## src/hw/rtl/bda_pkg.sv

```systemverilog
// ----------------------------------------------------------------------------
// bda_pkg
// Shared constants and types for the binary to decimal ASCII converter.
// ----------------------------------------------------------------------------
package bda_pkg;

    // Width of the converted value (4..64); input bits above it are ignored
    localparam int VALUE_BITS = 64;
    // Width of the input port, fixed by the interface
    localparam int IN_BITS    = 64;

    // Decimal digits of 2^VALUE_BITS - 1: floor(VALUE_BITS * log10(2)) + 1
    localparam int NUM_DIGITS = (VALUE_BITS * 30103) / 100000 + 1;
    localparam int BCD_W      = 4 * NUM_DIGITS;

    // Counter widths
    localparam int BIT_CNT_W  = $clog2(VALUE_BITS);
    localparam int DIG_CNT_W  = $clog2(NUM_DIGITS + 1);

    // Work queue between front and back
    localparam int QUEUE_DEPTH = 2;
    localparam int QPTR_W      = $clog2(QUEUE_DEPTH);
    localparam int QCNT_W      = $clog2(QUEUE_DEPTH + 1);

    // ASCII code of '0', trimmed to the 6-bit character field
    localparam logic [5:0] ASCII_ZERO = 6'd48;

    // Queue status seen by front and back
    typedef struct packed {
        logic full;
        logic empty;
    } q_status_t;

endpackage

```

## src/hw/rtl/binary_to_decimal_ascii_top.sv

```systemverilog
// ----------------------------------------------------------------------------
// binary_to_decimal_ascii_top
// Converts an unsigned binary value to decimal ASCII digits, MSB digit first.
// ----------------------------------------------------------------------------
// Each input transaction carries one value; the block answers with one output
// transaction per decimal digit, most significant first, leading zeros dropped
// (zero gives a single '0'), and last set on the final digit. In the converter a
// value is loaded, then runs through the shift-and-add-3 loop one bit at a time;
// the leading zeros are then skipped and the digits sent one by one, with a
// switch step between the skip and the output. The output stage stalls while
// the receiver holds off. A two-entry queue in front of the converter keeps
// taking input while a value is in work, and holds off the sender when full.
// ----------------------------------------------------------------------------
module binary_to_decimal_ascii_top
    import bda_pkg::*;
(
    input  logic               clk,
    input  logic               rst_n,
    input  logic               in_valid,
    output logic               in_stall,
    input  logic [IN_BITS-1:0] value,
    output logic               out_valid,
    input  logic               out_stall,
    output logic [5:0]         digit_char,
    output logic               last
);

    q_status_t             q_status;
    logic                  q_push;
    logic                  q_pop;
    logic [VALUE_BITS-1:0] q_wdata;
    logic [VALUE_BITS-1:0] q_rdata;

    bda_front u_front (
        .in_valid (in_valid),
        .in_stall (in_stall),
        .value    (value),
        .q_status (q_status),
        .q_push   (q_push),
        .q_data   (q_wdata)
    );

    bda_queue u_queue (
        .clk       (clk),
        .rst_n     (rst_n),
        .push      (q_push),
        .push_data (q_wdata),
        .pop       (q_pop),
        .pop_data  (q_rdata),
        .status    (q_status)
    );

    bda_back u_back (
        .clk        (clk),
        .rst_n      (rst_n),
        .q_status   (q_status),
        .q_data     (q_rdata),
        .q_pop      (q_pop),
        .out_valid  (out_valid),
        .out_stall  (out_stall),
        .digit_char (digit_char),
        .last       (last)
    );

endmodule

```

## src/hw/rtl/bda_queue.sv

```systemverilog
// ----------------------------------------------------------------------------
// bda_queue
// Short FIFO of masked values between the accepting front and the converter.
// ----------------------------------------------------------------------------
module bda_queue
    import bda_pkg::*;
(
    input  logic                  clk,
    input  logic                  rst_n,
    input  logic                  push,
    input  logic [VALUE_BITS-1:0] push_data,
    input  logic                  pop,
    output logic [VALUE_BITS-1:0] pop_data,
    output q_status_t             status
);

    logic [VALUE_BITS-1:0] entry_reg [QUEUE_DEPTH];
    logic [QPTR_W-1:0]     wr_ptr_reg;
    logic [QPTR_W-1:0]     wr_ptr_next;
    logic [QPTR_W-1:0]     rd_ptr_reg;
    logic [QPTR_W-1:0]     rd_ptr_next;
    logic [QCNT_W-1:0]     count_reg;
    logic [QCNT_W-1:0]     count_next;

    // Pointer wrap and occupancy
    always_comb
    begin
        wr_ptr_next = wr_ptr_reg;
        rd_ptr_next = rd_ptr_reg;
        count_next  = count_reg;
        if (push)
        begin
            wr_ptr_next = (wr_ptr_reg == QPTR_W'(QUEUE_DEPTH - 1)) ? '0 : wr_ptr_reg + 1'b1;
        end
        if (pop)
        begin
            rd_ptr_next = (rd_ptr_reg == QPTR_W'(QUEUE_DEPTH - 1)) ? '0 : rd_ptr_reg + 1'b1;
        end
        if (push && !pop)
        begin
            count_next = count_reg + 1'b1;
        end
        else if (pop && !push)
        begin
            count_next = count_reg - 1'b1;
        end
    end

    always_ff @(posedge clk or negedge rst_n)
    begin
        if (!rst_n)
        begin
            wr_ptr_reg <= '0;
            rd_ptr_reg <= '0;
            count_reg  <= '0;
        end
        else
        begin
            wr_ptr_reg <= wr_ptr_next;
            rd_ptr_reg <= rd_ptr_next;
            count_reg  <= count_next;
        end
    end

    // Entry storage, no reset
    always_ff @(posedge clk)
    begin
        if (push)
        begin
            entry_reg[wr_ptr_reg] <= push_data;
        end
    end

    assign pop_data     = entry_reg[rd_ptr_reg];
    assign status.full  = (count_reg == QCNT_W'(QUEUE_DEPTH));
    assign status.empty = (count_reg == '0);

endmodule

```

## src/hw/rtl/bda_front.sv

```systemverilog
// ----------------------------------------------------------------------------
// bda_front
// Input side: accepts transactions, trims the value to VALUE_BITS, queues it.
// ----------------------------------------------------------------------------
module bda_front
    import bda_pkg::*;
(
    input  logic                  in_valid,
    output logic                  in_stall,
    input  logic [IN_BITS-1:0]    value,
    input  q_status_t             q_status,
    output logic                  q_push,
    output logic [VALUE_BITS-1:0] q_data
);

    // Hold off the sender while the queue is full
    assign in_stall = q_status.full;
    assign q_push   = in_valid && !q_status.full;

    // Bits above VALUE_BITS take no part in the conversion
    assign q_data   = value[VALUE_BITS-1:0];

endmodule

```

## src/hw/rtl/bda_back.sv

```systemverilog
// ----------------------------------------------------------------------------
// bda_back
// Converter: shift-and-add-3 to BCD, leading zero skip, digit-by-digit output.
// ----------------------------------------------------------------------------
module bda_back
    import bda_pkg::*;
(
    input  logic                  clk,
    input  logic                  rst_n,
    input  q_status_t             q_status,
    input  logic [VALUE_BITS-1:0] q_data,
    output logic                  q_pop,
    output logic                  out_valid,
    input  logic                  out_stall,
    output logic [5:0]            digit_char,
    output logic                  last
);

    localparam logic [1:0] ST_IDLE = 2'd0;
    localparam logic [1:0] ST_CONV = 2'd1;
    localparam logic [1:0] ST_SKIP = 2'd2;
    localparam logic [1:0] ST_EMIT = 2'd3;

    logic [1:0]            state_reg;
    logic [1:0]            state_next;
    logic [VALUE_BITS-1:0] shift_reg;
    logic [VALUE_BITS-1:0] shift_next;
    logic [BCD_W-1:0]      bcd_reg;
    logic [BCD_W-1:0]      bcd_next;
    logic [BIT_CNT_W-1:0]  bit_cnt_reg;
    logic [BIT_CNT_W-1:0]  bit_cnt_next;
    logic [DIG_CNT_W-1:0]  dig_left_reg;
    logic [DIG_CNT_W-1:0]  dig_left_next;
    logic                  out_valid_reg;
    logic                  out_valid_next;
    logic [5:0]            digit_reg;
    logic [5:0]            digit_next;
    logic                  last_reg;
    logic                  last_next;

    logic [BCD_W-1:0]      bcd_adj;
    logic [3:0]            top_digit;
    logic                  out_free;
    logic                  emit_fire;
    logic                  final_digit;

    // Add 3 to every BCD digit of 5 or more before the shift
    always_comb
    begin
        for (int d = 0; d < NUM_DIGITS; d++)
        begin
            bcd_adj[4*d +: 4] = (bcd_reg[4*d +: 4] >= 4'd5) ?
                                bcd_reg[4*d +: 4] + 4'd3 : bcd_reg[4*d +: 4];
        end
    end

    assign top_digit   = bcd_reg[BCD_W-1 -: 4];
    assign out_free    = !out_valid_reg || !out_stall;
    assign emit_fire   = (state_reg == ST_EMIT) && out_free;
    assign final_digit = (dig_left_reg == DIG_CNT_W'(1));
    assign q_pop       = (state_reg == ST_IDLE) && !q_status.empty;

    // Sequencer
    always_comb
    begin
        state_next     = state_reg;
        shift_next     = shift_reg;
        bcd_next       = bcd_reg;
        bit_cnt_next   = bit_cnt_reg;
        dig_left_next  = dig_left_reg;
        out_valid_next = out_valid_reg && out_stall;
        digit_next     = digit_reg;
        last_next      = last_reg;
        case (state_reg)
            ST_IDLE:
            begin
                if (q_pop)
                begin
                    shift_next   = q_data;
                    bcd_next     = '0;
                    bit_cnt_next = BIT_CNT_W'(VALUE_BITS - 1);
                    state_next   = ST_CONV;
                end
            end
            ST_CONV:
            begin
                bcd_next     = {bcd_adj[BCD_W-2:0], shift_reg[VALUE_BITS-1]};
                shift_next   = {shift_reg[VALUE_BITS-2:0], 1'b0};
                bit_cnt_next = bit_cnt_reg - 1'b1;
                if (bit_cnt_reg == '0)
                begin
                    dig_left_next = DIG_CNT_W'(NUM_DIGITS);
                    state_next    = ST_SKIP;
                end
            end
            ST_SKIP:
            begin
                // Drop one leading zero per cycle, always keep the last digit
                if (top_digit == 4'd0 && !final_digit)
                begin
                    bcd_next      = {bcd_reg[BCD_W-5:0], 4'd0};
                    dig_left_next = dig_left_reg - 1'b1;
                end
                else
                begin
                    state_next = ST_EMIT;
                end
            end
            ST_EMIT:
            begin
                if (out_free)
                begin
                    out_valid_next = 1'b1;
                    digit_next     = ASCII_ZERO + {2'b00, top_digit};
                    last_next      = final_digit;
                    bcd_next       = {bcd_reg[BCD_W-5:0], 4'd0};
                    dig_left_next  = dig_left_reg - 1'b1;
                    if (final_digit)
                    begin
                        state_next = ST_IDLE;
                    end
                end
            end
            default:
            begin
                state_next = ST_IDLE;
            end
        endcase
    end

    // Control registers
    always_ff @(posedge clk or negedge rst_n)
    begin
        if (!rst_n)
        begin
            state_reg     <= ST_IDLE;
            out_valid_reg <= 1'b0;
        end
        else
        begin
            state_reg     <= state_next;
            out_valid_reg <= out_valid_next;
        end
    end

    // Datapath registers, no reset
    always_ff @(posedge clk)
    begin
        shift_reg    <= shift_next;
        bcd_reg      <= bcd_next;
        bit_cnt_reg  <= bit_cnt_next;
        dig_left_reg <= dig_left_next;
        digit_reg    <= digit_next;
        last_reg     <= last_next;
    end

    assign out_valid  = out_valid_reg;
    assign digit_char = digit_reg;
    assign last       = last_reg;

`ifndef SYNTHESIS
    // A digit being sent is always a valid BCD digit
    assert property (@(posedge clk) disable iff (!rst_n)
        state_reg == ST_EMIT |-> top_digit <= 4'd9)
        else $error("bda_back: non-decimal digit in output phase");

    // Never run out of digits while emitting or skipping
    assert property (@(posedge clk) disable iff (!rst_n)
        (state_reg == ST_EMIT || state_reg == ST_SKIP) |-> dig_left_reg != '0)
        else $error("bda_back: digit count underflow");

    // Sending the final digit returns the converter to idle with last set
    assert property (@(posedge clk) disable iff (!rst_n)
        (emit_fire && final_digit) |=> (state_reg == ST_IDLE && out_valid_reg && last_reg))
        else $error("bda_back: final digit not closed correctly");

    // A new value is taken only when the converter is idle and data is queued
    assert property (@(posedge clk) disable iff (!rst_n)
        q_pop |-> (state_reg == ST_IDLE && !q_status.empty))
        else $error("bda_back: pop outside idle or from empty queue");
`endif

endmodule
```

## config.mk

```make
export PLATFORM = sky130hd
export DESIGN_NAME = binary_to_decimal_ascii_top
export DESIGN_NICKNAME = d
export VERILOG_FILES = /design/src/hw/rtl/bda_pkg.sv /design/src/hw/rtl/binary_to_decimal_ascii_top.sv /design/src/hw/rtl/bda_queue.sv /design/src/hw/rtl/bda_front.sv /design/src/hw/rtl/bda_back.sv
export SDC_FILE = /design/constraint.sdc
export NUM_CORES = 1
export LEC_CHECK = 0
export BUFFER_PORTS_ARGS = -buffer_cell sky130_fd_sc_hd__clkbuf_2
export CORE_MARGIN = 5
export CORE_UTILIZATION = 61
export DETAILED_ROUTE_END_ITERATION = 8
export PLACE_DENSITY = 0.91
export SYNTH_ARGS = -nofsm -noshare
export SYNTH_HDL_FRONTEND = slang
export SYNTH_HIERARCHICAL = 1
export SYNTH_SLANG_ARGS = --single-unit
```

## constraint.sdc

```tcl
create_clock -name clk -period 5.3 [get_ports clk]
set_clock_uncertainty 0.1 [all_clocks]
set_input_delay 0.795 -clock clk [delete_from_list [all_inputs] [get_ports clk]]
set_output_delay 0.795 -clock clk [all_outputs]
set_load 0.05 [all_outputs]
```

==> results of run 1 <==
## cell families after synthesis
group | Yosys count | share of synthesized area (%)
AO/OA/AOI/OAI | 148 | 7.34
XOR/XNOR | 49 | 2.99
adder cells (fa/ha/maj) | 50 | 4.36
buffers and inverters | 149 | 6.07
flip-flops | 295 | 61.5
multiplexers | 148 | 12.8
other | 1 | 0.0261
AND/OR/NAND/NOR | 142 | 4.96
## power groups by stage
stage          sequential, mW  combinational, mW  clock, mW
2_1_floorplan            4.43               3.02          0
3_3_place_gp             4.50               3.55          0
3_5_place_dp             4.56               3.74          0
4_1_cts                  4.54               3.79       1.96
5_1_grt                  4.64               4.15       2.07
6_report                 4.54               3.77       1.92
## final timing paths
path                                          start                        to  slack [ns]  cells after the start
max in group asynchronous                     rst_n        u_queue/rd_ptr_reg        4.35                      2
min in group asynchronous                     rst_n      u_queue/count_reg[1]        0.55                      2
worst min register to register   u_back/bcd_reg[77]      u_back/digit_char[1]        0.37                      0
worst min-delay path                      value[18]  u_queue/entry_reg[0][18]        0.32                      1
worst max register to register  u_back/state_reg[1]        u_back/bcd_reg[13]        2.50                      5
worst max-delay path            u_back/state_reg[1]        u_back/bcd_reg[13]        2.50                      5
## cell usage after synthesis, drive strengths merged (13+ instances only)
cell / number / area share (%)
mux2: 128 / 11
nand2: 31 / 0.81
a21o: 19 / 0.99
a32oi: 19 / 1.2
clkbuf: 14 / 0.37
ha: 50 / 4.4
nand2b: 32 / 1.4
mux2i: 20 / 1.4
nor2: 54 / 1.4
a22o: 26 / 1.6
edfxtp: 288 / 60
inv: 48 / 1.3
o21ai: 44 / 1.6
xnor2: 43 / 2.6
a21oi: 13 / 0.45
buf: 87 / 4.4
## cells in the final DEF (no fill, tap or decap), drive strengths merged, types with 2 or more instances in the layout
master,instances
dfrtp,7
a31oi,2
nor3,2
nor2b,5
a22o,26
ha,50
mux2i,20
xor2,6
a2bb2oi,8
a32oi,19
o21ai,44
clkbuf,112
clkinv,9
xnor2,43
o32ai,2
or2,2
nand2,31
inv,48
mux2,128
buf,11
nor2,54
edfxtp,288
nand2b,32
and3,3
bufinv,2
and2,3
nor3b,8
a21oi,13
conb,2
a21o,19
a22oi,11
## metal layers
metal | GRT usage, % | vias to the layer above
met2 | 34.3 | 237
met5 | 0 | -
li1 | - | 3595
met4 | 4.27 | 4
met3 | 3.61 | 45
met1 | 25.2 | 3737
## worst register-to-register path: stages (launching register included)
cell     delay (ns)
dfrtp_1        0.39
buf_4          0.26
ha_1           0.33
a32oi_2        0.25
and2_2         0.60
buf_4          0.51
## final cells by class
cell class	instances	area, µm²
clock inverter	11	123
timing repair buffer	86	463
tap	319	399
inverter	48	180
sequential	295	8830
multi-input combinational	539	4690
clock buffer	38	758
fill	1519	7890
==> key figures, run 1 <==
Floorplan
  • Horiz. Die Dim: 163 µm
  • I/O Pins: 77
  • Placeable Area: 0.0233 mm²
  • Die outline height: 163 µm
  • Die area: 0.0267 mm²
  • Num rows: 56
  • Starting Density: 61.5%

Layout
  • Layout area overhead: 7.61%
  • Antenna diodes: 0
  • Final Util: 66.2%
  • Post-Layout Inst Area: 0.0154 mm²
  • Share of layout cells above drive strength 1: 21.5%
  • Max reg flops: 128
  • Nets: 1116
  • Non-filler cells, final: 1336

Yosys
  • Synthesized flop and latch total: 295
  • Synth Warn #: 6
  • Post-synth top flop: edfxtp_1
  • Mean Syn Cell Area: 14.6 µm²
  • FFs w/ async S/R, synth: 2.37%
  • Post-synth EDFFs: 288
  • Unique masters post-synth: 45
  • Mapped Area: 0.0144 mm²
  • Sequential share of the synthesized area: 61.5%
  • Mapped Cells: 982

Timing
  • Final worst setup slack: 2.50 ns
  • Worst-Margin Slew: 1.01 ns
  • Final hold viol count: 0
  • Ratio of final minimum period to clock period: 52.9%
  • Fmax: 357 MHz
  • Unrepaired setup endpoints after global routing: no
  • # setup viols final: 0
  • Pins Over Slew Limit: 0
  • Slew margin rel.: 32.6%
  • Final setup TNS: 0 ns
  • Final hold slack: 0.315 ns
  • Crit path time final: 2.80 ns

Critical path
  • Endpoint class of the critical path: flop
  • Crit path launch type: flop
  • Crit path cell chain: buf_4 -> ha_1 -> a32oi_2 -> and2_2 -> buf_4
  • Worst path top cell family by delay: buffers and inverters
  • CP dominant cell by count: buf_4
  • Worst path slowest cell: and2_2
  • CP Class: flop to flop
  • Arrival @ worst endpoint: 2.88 ns
  • Buf/Inv on CP: 2
  • WP data required: 5.38 ns
  • Crit-path max FO: 35
  • Slowest stage delay, CP: 0.60 ns

Power
  • Sw Pwr: 3.55 mW
  • Logic pwr share: 36.9%
  • Clock share of power: 18.8%
  • Final Total Pwr: 10.2 mW
  • Switching part of the total: 34.7%
  • Flop pwr share: 44.4%
  • Power Internal: 6.68 mW
  • Worst IR Drop VDD: 0.000409 V
  • Leakage power: 5.87 nW
  • Pwr per Cell Area: 662 mW/mm²

Placed design
  • Setup WS pre-CTS: 2.46 ns
  • # placed instances: 1286
  • IO buf count: 74
  • Hpwl dp: 15.5 mm
  • Placer Congestion: 0.770
  • Dpl cell area: 0.0146 mm²

Min path
  • Hold crit path type: input pin to flop

Global routing
  • Initial antenna violation count: 2
  • Aggregate global routing overflow: 0
  • Vias in the first global route: 8105
  • Total GRT Usage: 19.4%
  • Largest net degree at the start of global routing: 81
  • First-pass GRT wire length: 41.7 mm

Clock network
  • Root Buffer: clkbuf_16
  • CTS buffer count: 28
  • Postcts setup bufs: 0
  • Clk pin slew, worst setup/hold paths: 0.06 ns
  • H-tree lvl count: 1
  • Clk buf depth: 3
  • Clock latency on the worst-skew pair: 0.57 ns
  • Post-CTS Hold Fix Bufs: 1
  • Gates resized, CTS repair: 0
  • Num Clock Sinks: 295
  • CTS tree: done

Detailed routing
  • Iteration-0 DRC Markers: 567
  • TritonRoute pass-1 iters: 5
  • Final WL: 25.1 mm
  • Vias: 7618
  • DRC viols: 0
  • DR WL/cell: 18.8 µm
  • Routed wl met3: 1.41 mm
  • Met1 wire length: 10.2 mm
  • Via/cell ratio: 5.70
  • Top sig layer: met5
  • Antenna-violating nets left: 0
  • DR WL met2: 13.0 mm

Run
  • Max_cap viols: 0

Status
  • Status: finished, final reports clean
Note: power is estimated with default switching activity, not from simulation.
==> run 2: changes to the inputs <==
Settings changed: CORE_UTILIZATION 61 to 56, PLACE_DENSITY 0.91 to 0.88.
Clock period 5.3 ns to 2.25 ns, I/O delays scaled along.
==> run 2 against run 1 <==
Compared with the run above: sequential power grew 140%; wire length rose by 13%; sequential share of layout area down 3.7 points; via count rose by 6.9%; largest power group unchanged; first-iteration DRC count rose by 27%; count of clock-buffer cells in the layout shrank 6; critical path depth stayed put; die area up 8.4%; combinational power grew to 2.6 times the previous value.
==> key figures, run 2 (same netlist as run 1, synthesis figures left out) <==
Floorplan
  • Horiz. Die Dim: 170 µm (+4.1%)
  • Die outline height: 170 µm (+4.1%)
  • Num rows: 58 (+3.6%)
  • Die area: 0.0289 mm² (+8.4%)
  • Starting Density: 57.0% (-4.5 points)
  • Placeable Area: 0.0252 mm² (+7.9%)
  • I/O Pins: 77 (unchanged)

Timing
  • Crit path time final: 2.11 ns (-0.693 ns)
  • Slew margin rel.: 65.0% (+32 points)
  • Final setup TNS: 0 ns (unchanged)
  • Final worst setup slack: 0.139 ns (-2.36 ns)
  • Final hold viol count: 0 (unchanged)
  • Fmax: 474 MHz (+33%)
  • Ratio of final minimum period to clock period: 93.8% (+41 points)
  • Worst-Margin Slew: 0.523 ns (-0.488 ns)
  • # setup viols final: 0 (unchanged)
  • Unrepaired setup endpoints after global routing: no
  • Final hold slack: 0.0270 ns (-0.288 ns)
  • Pins Over Slew Limit: 0 (unchanged)

Layout
  • Max reg flops: 128 (unchanged)
  • Nets: 1200 (+7.5%)
  • Layout area overhead: 15.0%
  • Multi-input logic area: 0.00469 mm² (about the same)
  • Final Util: 65.5% (-0.67 points)
  • # fillers: 1635 (+7.6%)
  • Seq. cell area: 0.00883 mm² (unchanged)
  • Antenna diodes: 0 (unchanged)
  • Share of layout cells above drive strength 1: 22.4% (+0.88 points)
  • Commonest non-fill, non-tap cell in the layout: edfxtp_1
  • Post-Layout Inst Area: 0.0165 mm² (+6.8%)
  • Non-filler cells, final: 1432 (+7.2%)
  • Most frequent cells in the layout: 288 x edfxtp_1, 74 x clkbuf_2, 66 x dlygate4sd3_1

Detailed routing
  • DRC viols: 0 (unchanged)
  • Final WL: 28.5 mm (+13%)
  • Iteration-0 DRC Markers: 718 (+27%)
  • Antenna-violating nets left: 0 (unchanged)
  • DR WL/cell: 19.9 µm (+5.9%)
  • Vias: 8142 (+6.9%)
  • Via/cell ratio: 5.69 (-0.29%)
  • TritonRoute pass-1 iters: 5 (unchanged)

Power
  • Worst IR Drop VDD: 0.00102 V (+150%)
  • Final Total Pwr: 25.5 mW (+150%)
  • Pwr per Cell Area: 1540 mW/mm² (+130%)
  • Leakage power: 6.33 nW (+7.9%)

Clock network
  • Clk pin slew, worst setup/hold paths: 0.06 ns (about the same)
  • CTS buffer count: 30 (+7.1%)
  • H-tree lvl count: 1 (unchanged)
  • Root Buffer: clkbuf_16
  • Clk buf depth: 3 (unchanged)
  • Num Clock Sinks: 295 (unchanged)
  • Clock latency on the worst-skew pair: 0.56 ns (about the same)
  • CTS tree: done
  • Postcts setup bufs: 0 (unchanged)

Placed design
  • Setup WS pre-CTS: 0.164 ns (-2.30 ns)
  • Placer Congestion: 0.781 (+1.5%)
  • IO buf count: 74 (unchanged)
  • # placed instances: 1314 (+2.2%)
  • Hpwl dp: 15.9 mm (+2.1%)
  • Dpl cell area: 0.0149 mm² (+2.1%)

Critical path
  • CP Class: flop to flop
  • Arrival @ worst endpoint: 2.27 ns (-0.61 ns)
  • Crit path launch type: flop
  • Endpoint class of the critical path: flop
  • Crit-path max FO: 24 (-31%)
  • WP data required: 2.41 ns (-2.97 ns)

Global routing
  • Largest net degree at the start of global routing: 65 (-20%)
  • Total GRT Usage: 19.7% (+0.26 points)
  • Aggregate global routing overflow: 0 (unchanged)
  • First-pass GRT wire length: 45.6 mm (+9.3%)
  • Initial antenna violation count: 0 (-2)
  • Vias in the first global route: 8475 (+4.6%)

Run
  • Max_cap viols: 0 (unchanged)

Min path
  • Hold crit path type: input pin to flop

Status
  • Status: finished, final reports clean
## run 2: layout make-up
class	count	share of cell area, %
inverter	48	1.09
clock inverter	20	1.34
timing repair buffer	168	8.51
multi-input combinational	539	28.5
sequential	295	53.5
tap	330	2.50
clock buffer	32	4.60
## run 2: metal layers
layer / share of wire (%) / up-vias / wire length [µm] / global-route usage, %
met4: 1.8 / 0 / 517 / 4.51
met5: 0 / - / 0 / 0
met1: 40 / 4041 / 11300 / 24.6
met2: 53 / 295 / 15100 / 36.3
met3: 5.6 / 42 / 1600 / 2.81
li1: - / 3764 / - / -
## run 2: power by group
| part | switching (mW) | internal, mW | leakage (nW) | total [mW] |
|---|---|---|---|---|
| Clock | 2.13 | 2.90 | 0.477 | 5.03 |
| Sequential | 1.40 | 9.26 | 2.88 | 10.7 |
| Combinational | 5.29 | 4.49 | 2.97 | 9.79 |
## run 2: worst paths after layout
path | from | end | slack (ns) | depth (start not counted)
setup / recovery | u_back/state_reg[1] | u_back/shift_reg[40] | 0.14 | 5
hold / removal | in_valid | u_queue/wr_ptr_reg | 0.03 | 3
setup reg to reg | u_back/state_reg[1] | u_back/shift_reg[40] | 0.14 | 5
hold reg to reg | u_back/bcd_reg[77] | u_back/digit_char[1] | 0.38 | 0
max in group asynchronous | rst_n | u_queue/rd_ptr_reg | 1.80 | 2
min in group asynchronous | rst_n | u_queue/wr_ptr_reg | 0.06 | 2
## run 2: repair_timing
item	4_1_cts	5_1_grt
hold endpoints to repair	136	0
resized for setup	0	0
hold buffers	66	0
endpoints found under the setup margin	0	0
## run 2: worst max-delay path: stages, from the launching register on
cell     delay (ns)
dfrtp_1        0.45
inv_2          0.13
ha_1           0.27
nor2b_2        0.24
or2_4          0.37
buf_12         0.23
